===== src/rtl/imu_rol_pkg.sv =====
// Shared types, constants and helpers for the IMU remap, offset and low-pass block.
`default_nettype none

package imu_rol_pkg;

  // Sample and filter state formats
  localparam int SmpW    = 16;          // sensor samples, offsets and results
  localparam int StW     = 32;          // filter state, Q17.15
  localparam int CoefW   = 32;          // feedback coefficients, Q2.30
  localparam int CoefBW  = 23;          // feed-forward coefficient fits in 23 bits
  localparam int BxW     = CoefBW + SmpW;
  localparam int AccW    = 64;
  localparam int FracW   = 15;          // Q17.15 fraction bits
  localparam int CoefFrW = 30;          // Q2.30 fraction bits
  localparam int NumAxes = 3;
  localparam int CfgIdxW = 3;

  typedef logic signed [SmpW-1:0] smp_t;
  typedef logic signed [StW-1:0]  st_t;
  typedef logic signed [BxW-1:0]  bx_t;

  // Filter coefficients: A1 + A2 + B = 2^30
  localparam logic signed [CoefW-1:0]  COEF_A1 = 32'sd2071735500;
  localparam logic signed [CoefW-1:0]  COEF_A2 = -32'sd1000494913;
  localparam logic signed [CoefBW-1:0] COEF_B  = 23'sd2501237;

  // Configuration register map
  typedef enum logic [CfgIdxW-1:0] {
    REG_GYRO_BIAS_X  = 3'd0,
    REG_GYRO_BIAS_Y  = 3'd1,
    REG_GYRO_BIAS_Z  = 3'd2,
    REG_ACCEL_BIAS_X = 3'd3,
    REG_ACCEL_BIAS_Y = 3'd4,
    REG_ACCEL_BIAS_Z = 3'd5
  } reg_idx_t;

  // Pipeline load strobes from the top-level flow control
  typedef struct packed {
    logic cal_load;
    logic lpf_load;
  } pipe_ctl_t;

  // Clamp an 18-bit signed value to the signed 16-bit range
  function automatic smp_t sat16(input logic signed [SmpW+1:0] v);
    smp_t r;
    if (v > 18'sd32767) begin
      r = 16'sh7fff;
    end else if (v < -18'sd32768) begin
      r = 16'sh8000;
    end else begin
      r = v[SmpW-1:0];
    end
    return r;
  endfunction

endpackage

`default_nettype wire


===== src/rtl/imu_rol_cal.sv =====
// Offset registers, board-frame axis remap, offset add and filter input product.
`default_nettype none

module imu_rol_cal (
  input  wire logic                                clk,
  input  wire logic                                rst_n,
  input  wire logic                                cfg_we,
  input  wire logic [imu_rol_pkg::CfgIdxW-1:0]     cfg_index,
  input  wire logic [imu_rol_pkg::SmpW-1:0]        cfg_wdata,
  input  wire imu_rol_pkg::pipe_ctl_t              ctl,
  input  wire imu_rol_pkg::smp_t                   gyro_raw  [imu_rol_pkg::NumAxes],
  input  wire imu_rol_pkg::smp_t                   accel_raw [imu_rol_pkg::NumAxes],
  output imu_rol_pkg::smp_t                        rate      [imu_rol_pkg::NumAxes],
  output imu_rol_pkg::smp_t                        acc_cal   [imu_rol_pkg::NumAxes],
  output imu_rol_pkg::bx_t                         bx        [imu_rol_pkg::NumAxes]
);

  imu_rol_pkg::smp_t gyro_bias_r  [imu_rol_pkg::NumAxes];
  imu_rol_pkg::smp_t accel_bias_r [imu_rol_pkg::NumAxes];

  imu_rol_pkg::smp_t rate_r [imu_rol_pkg::NumAxes];
  imu_rol_pkg::smp_t cal_r  [imu_rol_pkg::NumAxes];
  imu_rol_pkg::bx_t  bx_r   [imu_rol_pkg::NumAxes];

  imu_rol_pkg::smp_t g_brd [imu_rol_pkg::NumAxes];
  imu_rol_pkg::smp_t a_brd [imu_rol_pkg::NumAxes];
  logic              g_neg;   // board y comes from negated sensor x
  imu_rol_pkg::smp_t rate_nxt [imu_rol_pkg::NumAxes];
  imu_rol_pkg::smp_t cal_nxt  [imu_rol_pkg::NumAxes];
  imu_rol_pkg::bx_t  bx_nxt   [imu_rol_pkg::NumAxes];

  // Offset register writes; unknown indexes are dropped
  always_ff @(posedge clk) begin
    if (!rst_n) begin
      for (int i = 0; i < imu_rol_pkg::NumAxes; i++) begin
        gyro_bias_r[i]  <= '0;
        accel_bias_r[i] <= '0;
      end
    end else if (cfg_we) begin
      case (imu_rol_pkg::reg_idx_t'(cfg_index))
        imu_rol_pkg::REG_GYRO_BIAS_X:  gyro_bias_r[0]  <= cfg_wdata;
        imu_rol_pkg::REG_GYRO_BIAS_Y:  gyro_bias_r[1]  <= cfg_wdata;
        imu_rol_pkg::REG_GYRO_BIAS_Z:  gyro_bias_r[2]  <= cfg_wdata;
        imu_rol_pkg::REG_ACCEL_BIAS_X: accel_bias_r[0] <= cfg_wdata;
        imu_rol_pkg::REG_ACCEL_BIAS_Y: accel_bias_r[1] <= cfg_wdata;
        imu_rol_pkg::REG_ACCEL_BIAS_Z: accel_bias_r[2] <= cfg_wdata;
        default: ;
      endcase
    end
  end

  // Mounting matrix: board x = sensor y, board y = -sensor x, board z = sensor z
  assign g_brd[0] = gyro_raw[1];
  assign g_brd[1] = gyro_raw[0];
  assign g_brd[2] = gyro_raw[2];
  assign a_brd[0] = accel_raw[1];
  assign a_brd[1] = accel_raw[0];
  assign a_brd[2] = accel_raw[2];

  // Offset add at 17 bits (negation of -32768 stays exact), then clamp
  always_comb begin
    logic signed [imu_rol_pkg::SmpW:0] gs;
    logic signed [imu_rol_pkg::SmpW:0] as;
    logic signed [imu_rol_pkg::SmpW:0] ge;
    logic signed [imu_rol_pkg::SmpW:0] ae;
    g_neg = 1'b0;
    for (int i = 0; i < imu_rol_pkg::NumAxes; i++) begin
      g_neg = (i == 1);
      ge = {g_brd[i][imu_rol_pkg::SmpW-1], g_brd[i]};
      ae = {a_brd[i][imu_rol_pkg::SmpW-1], a_brd[i]};
      if (g_neg) begin
        ge = -ge;
        ae = -ae;
      end
      gs = ge + {gyro_bias_r[i][imu_rol_pkg::SmpW-1], gyro_bias_r[i]};
      as = ae + {accel_bias_r[i][imu_rol_pkg::SmpW-1], accel_bias_r[i]};
      rate_nxt[i] = imu_rol_pkg::sat16({gs[imu_rol_pkg::SmpW], gs});
      cal_nxt[i]  = imu_rol_pkg::sat16({as[imu_rol_pkg::SmpW], as});
    end
  end

  // Feed-forward term B * x, before the Q17.15 shift
  always_comb begin
    for (int i = 0; i < imu_rol_pkg::NumAxes; i++) begin
      bx_nxt[i] = imu_rol_pkg::COEF_B * cal_nxt[i];
    end
  end

  // Stage register
  always_ff @(posedge clk) begin
    if (ctl.cal_load) begin
      for (int i = 0; i < imu_rol_pkg::NumAxes; i++) begin
        rate_r[i] <= rate_nxt[i];
        cal_r[i]  <= cal_nxt[i];
        bx_r[i]   <= bx_nxt[i];
      end
    end
  end

  assign rate    = rate_r;
  assign acc_cal = cal_r;
  assign bx      = bx_r;

endmodule

`default_nettype wire


===== config.mk =====
export PLATFORM = sky130hd
export DESIGN_NAME = imu_rol_cal
export DESIGN_NICKNAME = d
export VERILOG_FILES = /design/src/rtl/imu_rol_pkg.sv /design/src/rtl/imu_rol_cal.sv
export SDC_FILE = /design/constraint.sdc
export NUM_CORES = 2
export LEC_CHECK = 0
export BUFFER_PORTS_ARGS = -buffer_cell sky130_fd_sc_hd__buf_2
export CORE_ASPECT_RATIO = 1.5
export CORE_MARGIN = 5
export CORE_UTILIZATION = 54
export DETAILED_ROUTE_END_ITERATION = 7
export PLACE_DENSITY = 0.83
export SLEW_MARGIN = 0
export SYNTH_ARGS = -nofsm -noshare
export SYNTH_HDL_FRONTEND = slang
export SYNTH_SLANG_ARGS = --single-unit

===== constraint.sdc =====
create_clock -name clk -period 12.1 [get_ports clk]
set_input_delay 1.21 -clock clk [delete_from_list [all_inputs] [get_ports clk]]
set_output_delay 1.21 -clock clk [all_outputs]
set_load 0.01 [all_outputs]

==> metrics.md <==
| Metric | Value |
|---|---|
| Async SR Flop Fraction | 0% |
| Clock Pin Slew Worst Setup and Hold Paths | 70 ps |
| Post-CTS Hold Fix Bufs | 0 |
| Count of cell types in the netlist | 91 |
| Synth area leader | edfxtp_1 |
| Total core area | 60100 sq um |
| Sequential share of the synthesized area | 27.8% |
| Unrepaired setup endpoints after global routing | false |
| Mapped Nets | 4057 |
| CP max-delay cell | o31ai_2 |
| Final Max Slew Viols | 0 |
| Hold Crit Class | flop to flop |
| Multi-input gate area | 21200 sq um |
| Top Layer Used | met5 |
| Required time worst endpoint | 12440 ps |
| Final core utilization | 60.8% |
| Post-route ant nets | 0 |
| Ys Warns | 0 |
| Pin count of the biggest net entering global routing | 77 |
| Congestion Overflow GR | 0 |
| Seq cells post-synth | 303 |
| Critical-path maximum fanout | 9 |
| Worst Setup End Kind | flop |
| CTS Buffer Depth | 3 |
| Root Buffer | clkbuf_16 |
| Core Rows | 110 |
| Drt drc | 0 |
| Post-CTS sizing | 0 |
| GRT Overall Usage | 25.6% |
| Area Growth Syn to Fin | 11.6% |
| Synth top area cells | edfxtp_1 (28%), ha_1 (22%), fa_1 (19%) |
| Max Cap Violations | 0 |
| Top cell type's share of synthesized area | 27.8% |
| Die area | 65800 sq um |
| DPL Wire Length | 71500 um |
| First-pass GRT wire length | 131000 um |
| Clk sinks | 303 |
| # fillers | 4956 |
| Initial DRC count | 1128 |
| CTS H-tree depth | 2 |
| Status | complete, no violations |
| Initial Utilization | 54.5% |
| Dpl ws | 1610 ps |
| I/O Buffers | 331 |
| Antenna violations before repair | 21 |
| Syn avg cell area | 10.8 sq um |
| Num CTS Buffers | 34 |
| Final setup fails | 0 |
| Final RePlAce weighted congestion | 1.03 |
| Fin crit period | 9910 ps |
| Synth Instances | 3041 |
| Clk_skew | 41.0 ps |
| Final setup margin | 2190 ps |
| Fmax | 0.101 GHz |
| EDFF count, synth | 303 |
| Synth Flop Type | edfxtp_1 |
| R2r setup slk | 2570 ps |
| Met1 WL | 29900 um |
| Synth Cell Area | 32800 sq um |
| Layout cells sized above 1 | 14.0% |
| Setup Crit Path Kind | primary input to flop |
| DR WL met3 | 5370 um |
| Worst-margin pin slew | 1200 ps |
| Rel. slew slack | 19.0% |
| Synth top cells by count | inv_1 (612), ha_1 (582), fa_1 (314) |
| CTS tree | built |
| Die W | 211 um |
| Final hold vios | 0 |
| DR vias | 23300 |
| Fin nets | 4415 |
| Clock Latency Late Sink | 590 ps |
| Total setup buffers inserted after CTS | 0 |
| Pre-Repair DR Iteration Count | 7 |
| Startpoint types | primary input |
| Drt wl/cell | 20.0 um |
| Cell repeated most along the worst path | fa_1 |
| Vias per Instance | 5.51 |
| Vias in the first global route | 24800 |
| IO Count | 333 |
| DRT Wirelength | 84600 um |
| Most numerous cell in the Yosys netlist | inv_1 |
| Ratio of final minimum period to clock period | 81.9% |
| Crit path DAT | 10250 ps |
| Die height | 312 um |
| Slowest stage delay, CP | 940 ps |
| Post-Route Setup TNS | 0 ps |
| Detail Route met2 WL | 44200 um |
| FF+latch area | 9100 sq um |
through the flow:
| step | hold WS (ps) | instance area, sq um | instances |
|---|---|---|---|
| 2_1_floorplan | 631 | 32800 | 3041 |
| 4_1_cts | 753 | 36500 | 4207 |
| 3_3_place_gp | 757 | 35400 | 4147 |
| 3_5_place_dp | 729 | 35400 | 4147 |
| 6_report | 761 | 36600 | 4225 |
| 5_1_grt | 790 | 36600 | 4217 |
area by class of cell:
type / count / share of cell area [%]
multi-input cells: 2092 / 58.0
flip-flops and latches: 303 / 24.9
inverters: 615 / 6.31
repair buffers: 353 / 5.00
well taps: 784 / 2.68
clock buffers: 37 / 2.36
clock inverters: 23 / 0.691
diodes: 18 / 0.123
per-layer routing:
metal,GRT usage (%),vias up
met5,0,-
met4,13.0,6
met3,5.35,234
met2,46.6,667
met1,27.7,11300
li1,-,11100
state kept, by name (all words and copies together), names as in the netlist:
register      count
bx              111
gyro_bias_r      48
accel_bias_r     48
acc_cal          48
rate             48
placed cells by master (no fill, tap or decap), types with 7 or more instances in the layout:
cell / netlist / routed
nand4_1: 9 / 9
and2_1: 37 / 37
o21ai_1: 17 / 21
a21o_1: 76 / 76
clkbuf_16: 0 / 34
o21ai_0: 73 / 69
maj3_1: 10 / 10
o21bai_1: 25 / 25
buf_2: 16 / 330
o211ai_1: 8 / 8
diode_2: 0 / 18
nand2b_1: 23 / 23
nor2b_1: 27 / 27
o2111ai_1: 7 / 7
a211oi_1: 17 / 17
inv_6: 0 / 8
o21a_1: 45 / 45
edfxtp_1: 303 / 303
buf_4: 7 / 22
ha_1: 582 / 582
nand2_1: 102 / 102
fa_1: 314 / 314
or2_2: 16 / 16
xor2_1: 50 / 50
or3_1: 17 / 17
nor3_1: 35 / 35
xnor2_1: 105 / 105
a21oi_1: 193 / 193
and3_1: 13 / 13
nand3_1: 32 / 32
a31oi_1: 8 / 8
inv_1: 612 / 612
nor2_1: 119 / 119
logic make-up (layout without fill, tap and decap cells):
logic type	count (synthesis)	after routing	synth area share [%]
adders and majority gates	906	906	41.7
other	0	18	0
muxes	8	8	0.294
AOI/OAI and AO/OA	568	568	11.6
buffers and inverters	646	1028	7.58
DFF	303	303	27.8
and+or+nand+nor	454	454	6.84
xor gates and xnor gates	156	156	4.19
critical path, delay by kind of cell:
family                   cells  cell delay [ps]
AND/OR/NAND/NOR              4             1050
AO/OA/AOI/OAI               13             3530
buffers and inverters        6              490
XOR/XNOR                     1              150
adder cells (fa/ha/maj)      9             3810
final timing paths:
path | startpoint | to | depth (start not counted)
setup / recovery | accel_raw[0] | bx[37]$_DFFE_PP_ | 33
hold / removal | gyro_bias_r[0][0]$_DFFE_PP_ | rate[32]$_SDFFCE_PN1P_ | 3
setup reg to reg | accel_bias_r[0][32]$_DFFE_PP_ | bx[38]$_DFFE_PP_ | 30
hold reg to reg | gyro_bias_r[0][0]$_DFFE_PP_ | rate[32]$_SDFFCE_PN1P_ | 3
Power is not shown: default switching activity piles up to over one toggle a cycle in this logic, so the estimate is an artifact.
